$ cat config.mk
export PLATFORM = sky130hd
export DESIGN_NAME = running_mean_variance
export DESIGN_NICKNAME = d
export VERILOG_FILES = /design/src/hdl/rmv_pkg.sv /design/src/hdl/rmv_div.sv /design/src/hdl/rmv_sqrt.sv /design/src/hdl/rmv_datapath.sv /design/src/hdl/rmv_ctrl.sv /design/src/hdl/running_mean_variance.sv
export SDC_FILE = /design/constraint.sdc
export NUM_CORES = 2
export LEC_CHECK = 0
export BUFFER_PORTS_ARGS = -buffer_cell sky130_fd_sc_hd__buf_2
export CORE_MARGIN = 5
export CORE_UTILIZATION = 25
export DETAILED_ROUTE_END_ITERATION = 16
export SLEW_MARGIN = 20
export SYNTH_ARGS = -nofsm -noshare
export SYNTH_HDL_FRONTEND = slang
export SYNTH_HIERARCHICAL = 1
export SYNTH_SLANG_ARGS = --single-unit
$ cat constraint.sdc
create_clock -name clock -period 16.9 [get_ports clock]
set_input_delay 1.69 -clock clock [delete_from_list [all_inputs] [get_ports clock]]
set_output_delay 1.69 -clock clock [all_outputs]
set_load 0.05 [all_outputs]
$ cat src/hdl/rmv_pkg.sv
package rmv_pkg;

   localparam int COUNT_BITS_DEFAULT = 24;
   localparam int FRAC_BITS_DEFAULT  = 16;

   localparam int KIND_W      = 2;
   localparam int SAMPLE_W    = 16;
   localparam int SAMPLE_FRAC = 8;
   localparam int MEAN_W      = 32;
   localparam int STD_W       = 32;
   localparam int CNT_OUT_W   = 24;
   localparam int SUM_W       = 64;
   localparam int MAG_W       = 32;
   localparam int HALF_W      = MAG_W / 2;
   localparam int PP_W        = MAG_W + HALF_W;
   localparam int ROOT_W      = SUM_W / 2;
   localparam int STEP_W      = $clog2(SUM_W + 1);

   // request kinds; the top code is not decoded and is dropped
   typedef enum logic [KIND_W-1:0] {
      KIND_ADD    = 2'd0,
      KIND_CLEAR  = 2'd1,
      KIND_REPORT = 2'd2,
      KIND_NONE   = 2'd3
   } req_kind_type;

   // deviation source for the response register
   typedef enum logic [1:0] {
      DEV_ZERO = 2'd0,
      DEV_ONES = 2'd1,
      DEV_ROOT = 2'd2
   } dev_sel_type;

   typedef struct packed {
      logic        capture;
      logic        clear;
      logic        delta;
      logic        div_start;
      logic        div_report;
      logic        mean_upd;
      logic        err;
      logic        mul_lo;
      logic        mul_hi;
      logic        prod;
      logic        acc;
      logic        sqrt_start;
      logic        rsp_load;
      dev_sel_type dev_sel;
   } cmd_type;

   typedef struct packed {
      logic div_done;
      logic sqrt_done;
      logic few_samples;
      logic dev_overflow;
   } status_type;

endpackage

$ cat src/hdl/rmv_div.sv
module rmv_div
   import rmv_pkg::*;
#(
   parameter int DIVISOR_W = COUNT_BITS_DEFAULT
) (
   input  logic                 clock,
   input  logic                 reset,
   input  logic                 start,
   input  logic [SUM_W-1:0]     dividend,
   input  logic [DIVISOR_W-1:0] divisor,
   input  logic [STEP_W-1:0]    steps,
   output logic                 done,
   output logic [SUM_W-1:0]     quotient
);

   logic [DIVISOR_W-1:0] rem_ff, rem_in;
   logic [DIVISOR_W-1:0] div_ff;
   logic [SUM_W-1:0]     quo_ff, quo_in;
   logic [STEP_W-1:0]    left_ff;
   logic                 busy_ff;
   logic                 done_ff;
   logic [DIVISOR_W:0]   trial;
   logic                 fits;

   // one quotient bit per cycle, dividend bits shift out of the top of quo_ff
   always_comb begin
      trial  = {rem_ff, quo_ff[SUM_W-1]};
      fits   = (trial >= {1'b0, div_ff});
      rem_in = fits ? DIVISOR_W'(trial - {1'b0, div_ff}) : trial[DIVISOR_W-1:0];
      quo_in = {quo_ff[SUM_W-2:0], fits};
   end

   always_ff @(posedge clock) begin
      if (reset) begin
         busy_ff <= 1'b0;
         done_ff <= 1'b0;
         left_ff <= '0;
      end else begin
         done_ff <= 1'b0;
         if (start) begin
            busy_ff <= 1'b1;
            left_ff <= steps;
         end else if (busy_ff) begin
            left_ff <= left_ff - STEP_W'(1);
            if (left_ff == STEP_W'(1)) begin
               busy_ff <= 1'b0;
               done_ff <= 1'b1;
            end
         end
      end
   end

   always_ff @(posedge clock) begin
      if (start) begin
         rem_ff <= '0;
         quo_ff <= dividend;
         div_ff <= divisor;
      end else if (busy_ff) begin
         rem_ff <= rem_in;
         quo_ff <= quo_in;
      end
   end

   assign done     = done_ff;
   assign quotient = quo_ff;

endmodule

$ cat src/hdl/rmv_sqrt.sv
module rmv_sqrt
   import rmv_pkg::*;
(
   input  logic              clock,
   input  logic              reset,
   input  logic              start,
   input  logic [SUM_W-1:0]  radicand,
   output logic              done,
   output logic [ROOT_W-1:0] root
);

   localparam int CNT_W = $clog2(ROOT_W + 1);

   logic [SUM_W-1:0]    rad_ff;
   logic [ROOT_W+1:0]   rem_ff, rem_in;
   logic [ROOT_W-1:0]   root_ff, root_in;
   logic [CNT_W-1:0]    left_ff;
   logic                busy_ff;
   logic                done_ff;
   logic [ROOT_W+1:0]   rem_try;
   logic [ROOT_W+1:0]   sub_try;

   // one root bit per cycle from the top two radicand bits
   always_comb begin
      rem_try = {rem_ff[ROOT_W-1:0], rad_ff[SUM_W-1 -: 2]};
      sub_try = {root_ff, 2'b01};
      if (rem_try >= sub_try) begin
         rem_in  = rem_try - sub_try;
         root_in = {root_ff[ROOT_W-2:0], 1'b1};
      end else begin
         rem_in  = rem_try;
         root_in = {root_ff[ROOT_W-2:0], 1'b0};
      end
   end

   always_ff @(posedge clock) begin
      if (reset) begin
         busy_ff <= 1'b0;
         done_ff <= 1'b0;
         left_ff <= '0;
      end else begin
         done_ff <= 1'b0;
         if (start) begin
            busy_ff <= 1'b1;
            left_ff <= CNT_W'(ROOT_W);
         end else if (busy_ff) begin
            left_ff <= left_ff - CNT_W'(1);
            if (left_ff == CNT_W'(1)) begin
               busy_ff <= 1'b0;
               done_ff <= 1'b1;
            end
         end
      end
   end

   always_ff @(posedge clock) begin
      if (start) begin
         rad_ff  <= radicand;
         rem_ff  <= '0;
         root_ff <= '0;
      end else if (busy_ff) begin
         rad_ff  <= {rad_ff[SUM_W-3:0], 2'b00};
         rem_ff  <= rem_in;
         root_ff <= root_in;
      end
   end

   assign done = done_ff;
   assign root = root_ff;

endmodule

$ cat src/hdl/rmv_datapath.sv
module rmv_datapath
   import rmv_pkg::*;
#(
   parameter int COUNT_BITS = COUNT_BITS_DEFAULT,
   parameter int FRAC_BITS  = FRAC_BITS_DEFAULT
) (
   input  logic                       clock,
   input  logic                       reset,
   input  cmd_type                    cmd,
   output status_type                 status,
   input  logic signed [SAMPLE_W-1:0] req_sample,
   output logic signed [MEAN_W-1:0]   rsp_mean,
   output logic [STD_W-1:0]           rsp_std_dev,
   output logic [CNT_OUT_W-1:0]       rsp_sample_count,
   output logic                       rsp_valid_res,
   output logic                       rsp_saturated
);

   logic [COUNT_BITS-1:0]     count_ff;
   logic signed [MEAN_W-1:0]  mean_ff;
   logic [SUM_W-1:0]          m2_ff;
   logic                      sat_ff;

   logic signed [MEAN_W-1:0]  x_ff;
   logic [MAG_W-1:0]          dmag_ff;
   logic                      dneg_ff;
   logic [MAG_W-1:0]          emag_ff;
   logic [PP_W-1:0]           pp_lo_ff;
   logic [PP_W-1:0]           pp_hi_ff;
   logic [SUM_W-1:0]          prod_ff;

   logic signed [MEAN_W-1:0]  x_in;
   logic signed [MEAN_W:0]    delta_in;
   logic signed [MEAN_W:0]    e_in;
   logic [MAG_W-1:0]          step_q;
   logic [HALF_W-1:0]         mul_op;
   logic [PP_W-1:0]           pp_in;
   logic [SUM_W-1:0]          prod_full;
   logic [SUM_W:0]            sum_in;

   logic [SUM_W-1:0]          div_dividend;
   logic [COUNT_BITS-1:0]     div_divisor;
   logic [STEP_W-1:0]         div_steps;
   logic                      div_done;
   logic [SUM_W-1:0]          quotient;
   logic                      sqrt_done;
   logic [ROOT_W-1:0]         root;

   logic signed [MEAN_W-1:0]  rsp_mean_ff;
   logic [STD_W-1:0]          rsp_std_ff;
   logic [CNT_OUT_W-1:0]      rsp_count_ff;
   logic                      rsp_valid_res_ff;
   logic                      rsp_sat_ff;
   logic                      few_samples;

   always_comb begin
      x_in      = MEAN_W'(req_sample) <<< (FRAC_BITS - SAMPLE_FRAC);
      delta_in  = (MEAN_W + 1)'(x_ff) - (MEAN_W + 1)'(mean_ff);
      e_in      = (MEAN_W + 1)'(x_ff) - (MEAN_W + 1)'(mean_ff);
      step_q    = quotient[MAG_W-1:0];
      mul_op    = cmd.mul_hi ? emag_ff[MAG_W-1 -: HALF_W] : emag_ff[HALF_W-1:0];
      pp_in     = PP_W'(dmag_ff) * PP_W'(mul_op);
      prod_full = SUM_W'(pp_lo_ff) + (SUM_W'(pp_hi_ff) << HALF_W);
      sum_in    = {1'b0, m2_ff} + {1'b0, prod_ff};
      few_samples = (count_ff[COUNT_BITS-1:1] == '0);
   end

   // divider operands: delta magnitude by count, or M2 by count - 1
   always_comb begin
      if (cmd.div_report) begin
         div_dividend = m2_ff;
         div_divisor  = count_ff - COUNT_BITS'(1);
         div_steps    = STEP_W'(SUM_W);
      end else begin
         div_dividend = {dmag_ff, {(SUM_W - MAG_W){1'b0}}};
         div_divisor  = count_ff;
         div_steps    = STEP_W'(MAG_W);
      end
   end

   rmv_div #(
      .DIVISOR_W (COUNT_BITS)
   ) u_div (
      .clock    (clock),
      .reset    (reset),
      .start    (cmd.div_start),
      .dividend (div_dividend),
      .divisor  (div_divisor),
      .steps    (div_steps),
      .done     (div_done),
      .quotient (quotient)
   );

   rmv_sqrt u_sqrt (
      .clock    (clock),
      .reset    (reset),
      .start    (cmd.sqrt_start),
      .radicand (quotient << FRAC_BITS),
      .done     (sqrt_done),
      .root     (root)
   );

   // running statistics
   always_ff @(posedge clock) begin
      if (reset || cmd.clear) begin
         count_ff <= '0;
         mean_ff  <= '0;
         m2_ff    <= '0;
         sat_ff   <= 1'b0;
      end else begin
         if (cmd.delta) begin
            if (&count_ff) begin
               sat_ff <= 1'b1;
            end else begin
               count_ff <= count_ff + COUNT_BITS'(1);
            end
         end
         if (cmd.mean_upd) begin
            mean_ff <= dneg_ff ? mean_ff - $signed(step_q) : mean_ff + $signed(step_q);
         end
         if (cmd.acc) begin
            if (sum_in[SUM_W]) begin
               m2_ff  <= '1;
               sat_ff <= 1'b1;
            end else begin
               m2_ff <= sum_in[SUM_W-1:0];
            end
         end
      end
   end

   // working registers of one update
   always_ff @(posedge clock) begin
      if (cmd.capture) begin
         x_ff <= x_in;
      end
      if (cmd.delta) begin
         dneg_ff <= delta_in[MEAN_W];
         dmag_ff <= delta_in[MEAN_W] ? MAG_W'(-delta_in) : MAG_W'(delta_in);
      end
      if (cmd.err) begin
         emag_ff <= e_in[MEAN_W] ? MAG_W'(-e_in) : MAG_W'(e_in);
      end
      if (cmd.mul_lo) begin
         pp_lo_ff <= pp_in;
      end
      if (cmd.mul_hi) begin
         pp_hi_ff <= pp_in;
      end
      if (cmd.prod) begin
         prod_ff <= prod_full >> FRAC_BITS;
      end
   end

   // response register
   always_ff @(posedge clock) begin
      if (cmd.rsp_load) begin
         rsp_mean_ff      <= mean_ff;
         rsp_count_ff     <= CNT_OUT_W'(count_ff);
         rsp_valid_res_ff <= !few_samples;
         rsp_sat_ff       <= sat_ff;
         unique case (cmd.dev_sel)
            DEV_ONES: rsp_std_ff <= '1;
            DEV_ROOT: rsp_std_ff <= STD_W'(root);
            default:  rsp_std_ff <= '0;
         endcase
      end
   end

   assign status.div_done     = div_done;
   assign status.sqrt_done    = sqrt_done;
   assign status.few_samples  = few_samples;
   assign status.dev_overflow = |quotient[SUM_W-1 -: FRAC_BITS];

   assign rsp_mean         = rsp_mean_ff;
   assign rsp_std_dev      = rsp_std_ff;
   assign rsp_sample_count = rsp_count_ff;
   assign rsp_valid_res    = rsp_valid_res_ff;
   assign rsp_saturated    = rsp_sat_ff;

endmodule

$ cat src/hdl/rmv_ctrl.sv
module rmv_ctrl
   import rmv_pkg::*;
(
   input  logic              clock,
   input  logic              reset,
   input  logic              req_valid,
   output logic              req_ready,
   input  logic [KIND_W-1:0] req_kind,
   output logic              rsp_valid,
   input  logic              rsp_ready,
   input  status_type        status,
   output cmd_type           cmd
);

   typedef enum logic [3:0] {
      S_IDLE,
      S_CLEAR,
      S_DELTA,
      S_DIV_GO,
      S_DIV_WAIT,
      S_MEAN,
      S_ERR,
      S_MUL_LO,
      S_MUL_HI,
      S_PROD,
      S_ACC,
      S_REPORT,
      S_REP_WAIT,
      S_REP_CHECK,
      S_SQRT_WAIT,
      S_RSP
   } state_type;

   state_type   state_ff, state_in;
   dev_sel_type dev_sel_ff, dev_sel_in;
   logic        req_ready_ff;
   logic        rsp_valid_ff;
   logic        accept;
   logic        rsp_free;

   assign accept   = req_valid && req_ready_ff;
   assign rsp_free = !rsp_valid_ff || rsp_ready;

   always_comb begin
      state_in   = state_ff;
      dev_sel_in = dev_sel_ff;
      cmd        = '0;
      cmd.dev_sel = dev_sel_ff;
      unique case (state_ff)
         S_IDLE: begin
            cmd.capture = accept;
            if (accept) begin
               priority if (req_kind == KIND_ADD) begin
                  state_in = S_DELTA;
               end else if (req_kind == KIND_CLEAR) begin
                  state_in = S_CLEAR;
               end else if (req_kind == KIND_REPORT) begin
                  state_in = S_REPORT;
               end else begin
                  state_in = S_IDLE;
               end
            end
         end
         S_CLEAR: begin
            cmd.clear = 1'b1;
            state_in  = S_IDLE;
         end
         S_DELTA: begin
            cmd.delta = 1'b1;
            state_in  = S_DIV_GO;
         end
         S_DIV_GO: begin
            cmd.div_start = 1'b1;
            state_in      = S_DIV_WAIT;
         end
         S_DIV_WAIT: begin
            if (status.div_done) begin
               state_in = S_MEAN;
            end
         end
         S_MEAN: begin
            cmd.mean_upd = 1'b1;
            state_in     = S_ERR;
         end
         S_ERR: begin
            cmd.err  = 1'b1;
            state_in = S_MUL_LO;
         end
         S_MUL_LO: begin
            cmd.mul_lo = 1'b1;
            state_in   = S_MUL_HI;
         end
         S_MUL_HI: begin
            cmd.mul_hi = 1'b1;
            state_in   = S_PROD;
         end
         S_PROD: begin
            cmd.prod = 1'b1;
            state_in = S_ACC;
         end
         S_ACC: begin
            cmd.acc  = 1'b1;
            state_in = S_IDLE;
         end
         S_REPORT: begin
            if (status.few_samples) begin
               dev_sel_in = DEV_ZERO;
               state_in   = S_RSP;
            end else begin
               cmd.div_start  = 1'b1;
               cmd.div_report = 1'b1;
               state_in       = S_REP_WAIT;
            end
         end
         S_REP_WAIT: begin
            if (status.div_done) begin
               state_in = S_REP_CHECK;
            end
         end
         S_REP_CHECK: begin
            if (status.dev_overflow) begin
               dev_sel_in = DEV_ONES;
               state_in   = S_RSP;
            end else begin
               cmd.sqrt_start = 1'b1;
               state_in       = S_SQRT_WAIT;
            end
         end
         S_SQRT_WAIT: begin
            if (status.sqrt_done) begin
               dev_sel_in = DEV_ROOT;
               state_in   = S_RSP;
            end
         end
         S_RSP: begin
            if (rsp_free) begin
               cmd.rsp_load = 1'b1;
               state_in     = S_IDLE;
            end
         end
         default: begin
            state_in = S_IDLE;
         end
      endcase
   end

   always_ff @(posedge clock) begin
      if (reset) begin
         state_ff     <= S_IDLE;
         dev_sel_ff   <= DEV_ZERO;
         req_ready_ff <= 1'b0;
         rsp_valid_ff <= 1'b0;
      end else begin
         state_ff     <= state_in;
         dev_sel_ff   <= dev_sel_in;
         req_ready_ff <= (state_in == S_IDLE);
         if (cmd.rsp_load) begin
            rsp_valid_ff <= 1'b1;
         end else if (rsp_ready) begin
            rsp_valid_ff <= 1'b0;
         end
      end
   end

   assign req_ready = req_ready_ff;
   assign rsp_valid = rsp_valid_ff;

endmodule

$ cat src/hdl/running_mean_variance.sv
// Channel   Direction  Handshake            Payload
// request   in         req_valid/req_ready  req_kind, req_sample
// response  out        rsp_valid/rsp_ready  rsp_mean, rsp_std_dev, rsp_sample_count,
//                                           rsp_valid_res, rsp_saturated
//
// One request at a time. An add runs the 32-step divider for delta / count, then the
// multiply and accumulate steps. A report runs the 64-step divide of M2 / (n - 1), then
// the 32-step square root; it skips the root when the deviation clips, and skips both
// with fewer than two samples.
// Synchronous active-high reset clears all statistics; req_ready rises the cycle after.
// A waiting response holds in its output register while new add or clear requests run.
module running_mean_variance
   import rmv_pkg::*;
#(
   parameter int COUNT_BITS = COUNT_BITS_DEFAULT,
   parameter int FRAC_BITS  = FRAC_BITS_DEFAULT
) (
   input  logic                       clock,
   input  logic                       reset,
   input  logic                       req_valid,
   output logic                       req_ready,
   input  logic [KIND_W-1:0]          req_kind,
   input  logic signed [SAMPLE_W-1:0] req_sample,
   output logic                       rsp_valid,
   input  logic                       rsp_ready,
   output logic signed [MEAN_W-1:0]   rsp_mean,
   output logic [STD_W-1:0]           rsp_std_dev,
   output logic [CNT_OUT_W-1:0]       rsp_sample_count,
   output logic                       rsp_valid_res,
   output logic                       rsp_saturated
);

   // command and status between sequencer and datapath
   cmd_type    cmd;
   status_type status;

   // sequence each request: decode kind, step the divider, multiplier and square root
   rmv_ctrl u_ctrl (
      .clock     (clock),
      .reset     (reset),
      .req_valid (req_valid),
      .req_ready (req_ready),
      .req_kind  (req_kind),
      .rsp_valid (rsp_valid),
      .rsp_ready (rsp_ready),
      .status    (status),
      .cmd       (cmd)
   );

   // hold count, mean, M2 and the flag; compute updates and the response
   rmv_datapath #(
      .COUNT_BITS (COUNT_BITS),
      .FRAC_BITS  (FRAC_BITS)
   ) u_datapath (
      .clock            (clock),
      .reset            (reset),
      .cmd              (cmd),
      .status           (status),
      .req_sample       (req_sample),
      .rsp_mean         (rsp_mean),
      .rsp_std_dev      (rsp_std_dev),
      .rsp_sample_count (rsp_sample_count),
      .rsp_valid_res    (rsp_valid_res),
      .rsp_saturated    (rsp_saturated)
   );

endmodule
==> flow_summary.ini <==
[critical_path]
cpMaxStageDelayCell = mux2_2
crit_fanout = 32
endpoint = u_datapath/pp_hi_ff[41]
required_ns = 17.30
cp-start-kind = flop
reg2reg_depth = 26
crit_start = u_ctrl/state_ff[3]
crit_path_max_incr_delay_ns = 0.82
crit_top_cell = fa_1
crit_family = adder cells
arrival_ns = 9.47
critPathCaptureType = flop
r2r-start = u_ctrl/state_ff[3]
reg2reg_slack_ns = 7.82
reg2reg_to = u_datapath/pp_hi_ff[41]
crit_type = flop to flop
worst-path-buf-inv = 5
cp.depth = 26

[yosys]
synthFlopType = edfxtp_1
muxShareOfSynthArea_pct = 5.06
async_flop_share_pct = 0
yosys.area.top_type = edfxtp_1
synthDominantCellAreaShare_pct = 24.5
seq_area_frac_synth_pct = 33.0
synth_seq_cells = 685
yosys.area_share.simple_pct = 14.6
yosysWarnings = 6
synth_compound_area_share_pct = 12.6
synth_xor_area_share_pct = 5.18
netlist_top_cells_area = edfxtp_1, fa_1, dfxtp_1, ha_1, inv_1
avgSynthCellArea_um2 = 9.77
synth_edf_count = 451
synth_top_family_by_area = adder cells
synth_cells = 5654
synth_cell_types = 122
netlist_area_um2 = 55200
synth-adder-area-share_pct = 22.7

[clock_tree]
cts_resized = 0
cts.sinks = 685
cts_tree = yes
insertion_delay_ns = 0.68
cts_hold_buf = 0
numCtsBuffers = 76
clk_pin_slew_worst_paths_ns = 0.06
htreeDepth = 3
cts_root_buf = clkbuf_16
cts_setup_buffers = 0
clockBufferDepth = 3

[layout]
mostFrequentLayoutCells = inv_1, nand2_1, edfxtp_1, fa_1, nor2_1
drive_above_1_share_pct = 9.63
nFillCells = 22880
syn_to_final_growth_pct = 10.7
nNetsFinal = 6373
layout_commonest_cell = inv_1

[global_route]
grt_start_max_net_pins = 93
grt_usage_pct = 13.0
antenna_found_initial = 2
grt.overflow.total = 0
first_global_vias = 40571
grt_pass1_wl_mm = 239

[sta]
rsz0062_at_grt = no
min_period_over_period_pct = 53.7
finClkSkew_ns = 0.0413
setup_viol = 0
slew-limit-headroom_pct = 23.9
fmax_mhz = 110
finalHoldViolCount = 0
setup_tns_ns = 0
min_period_ns = 9.08
worst_slew_pin_slew_ns = 1.14
drv_slew = 0

[place]
gp_congestion = 0.877
dp.final_hpwl_mm = 114
io_buffers = 113

[floorplan]
fp.coreArea_um2 = 220000
initial_core_util_pct = 25.1
die_h_um = 480
io_pins = 114
num_rows = 172
die_w_um = 480
die_area_um2 = 230000

[route]
vias = 41079
wl_per_cell_um = 17.8
wirelength_mm = 154
drc = 0
dr.pass1.iters = 7
drt.antenna.violating_nets = 0
drtIter0Drc = 2872
avgViaCountPerCell = 4.76

[worst_hold_path]
hold_path.class = flop to flop

[flow_run]
drv_cap = 0

[run_status]
outcome = finished clean
## metrics by stage
step / cell area [um2] / cells / worst slack, ns / hold slack, ns / util [%]
floorplan: 55300 / 5674 / 5.35 / 0.406 / -
global placement: 58500 / 8481 / 7.96 / 0.473 / 26.6
detailed placement: 58500 / 8481 / 7.86 / 0.484 / 26.6
CTS: 61100 / 8623 / 7.77 / 0.492 / 27.8
global route: 61100 / 8626 / 7.25 / 0.512 / 27.8
finish: 61100 / 8627 / 7.82 / 0.493 / 27.8
## cell type report
cell class	count	area, um2	share of cell area (%)
clock buffer	97	2070	3.39
tap	2958	3700	6.05
multi-input combinational	4050	33400	54.6
antenna	1	2.50	0.00409
sequential	685	18200	29.8
clock inverter	45	498	0.814
inverter	642	2410	3.94
timing repair buffer	149	858	1.40
## per-layer routing
metal  part of all wire, %  up-vias  track usage, %
met5                     0        -               0
met4                   2.7        0            3.73
met3                   6.5      203            2.16
met2                    46     1269            21.0
met1                    45    20473            18.0
li1                      -    19134               -
## cell usage after synthesis, drive strengths merged, types with 34 or more instances
master and instances:
a211oi 53, a21o 134, a21oi 354, a31oi 36, and2 268, and3 44, buf 81, clkbuf 216
dfxtp 234, edfxtp 451, fa 422, ha 325, inv 641, mux2 176, mux2i 81, nand2 514
nand2b 34, nand3 93, nand4 44, nor2 374, nor2b 43, nor3 91, o21a 51, o21ai 176
o21bai 35, xnor2 214, xor2 112
## cells by family after synthesis
logic type,count (synthesis)
mux,257
xor+xnor,326
compound gates,1057
buf+inv,939
other cells,1
simple gates,1642
fa+ha+maj,747
flops,685
## worst reg2reg max path, cell delays in order (launching register included)
cell       delay, ns
dfxtp_1         0.79
nand2b_2        0.27
nor3_2          0.16
buf_4           0.33
mux2_2          0.85
nand2_1         0.21
fa_1            0.58
inv_1           0.05
fa_1            0.46
fa_1            0.54
fa_1            0.53
fa_1            0.55
inv_1           0.06
fa_1            0.53
inv_1           0.04
ha_1            0.38
a2111o_1        0.39
a21oi_1         0.18
o31ai_1         0.12
a2111oi_0       0.50
buf_4           0.22
or4_1           0.15
a31o_2          0.17
nand2b_1        0.07
a32o_1          0.22
a311oi_1        0.30
xnor2_1         0.13
## state kept, by name, indices dropped and copies added, names as in the netlist, 32 cells and up
signal,count
u_datapath/u_sqrt/root,32
u_datapath/prod_ff,48
u_datapath/dmag_ff,32
u_datapath/u_sqrt/rad_ff,64
u_datapath/u_sqrt/rem_ff,32
u_datapath/rsp_std_dev,32
u_datapath/pp_hi_ff,48
u_datapath/m2_ff,64
u_datapath/pp_lo_ff,32
u_datapath/u_div/quotient,64
u_datapath/mean_ff,32
u_datapath/rsp_mean,32
u_datapath/emag_ff,32
## how the worst min path moves through the flow
stage                                       startpoint                         endpoint  slack, ns  cells past startpoint
after CTS                 u_datapath/u_sqrt/left_ff[1]     u_datapath/u_sqrt/left_ff[1]       0.49                      2
final                     u_datapath/u_sqrt/left_ff[1]     u_datapath/u_sqrt/left_ff[1]       0.49                      2
after global placement    u_datapath/u_sqrt/left_ff[0]     u_datapath/u_sqrt/left_ff[0]       0.47                      2
after detailed placement  u_datapath/u_sqrt/left_ff[1]     u_datapath/u_sqrt/left_ff[1]       0.48                      2
after floorplan                u_datapath/count_ff[10]  u_datapath/rsp_sample_count[10]       0.41                      0
after global routing      u_datapath/u_sqrt/left_ff[1]     u_datapath/u_sqrt/left_ff[1]       0.51                      2
Power is not shown: default switching activity piles up to over one toggle a cycle in this logic, so the estimate is an artifact.
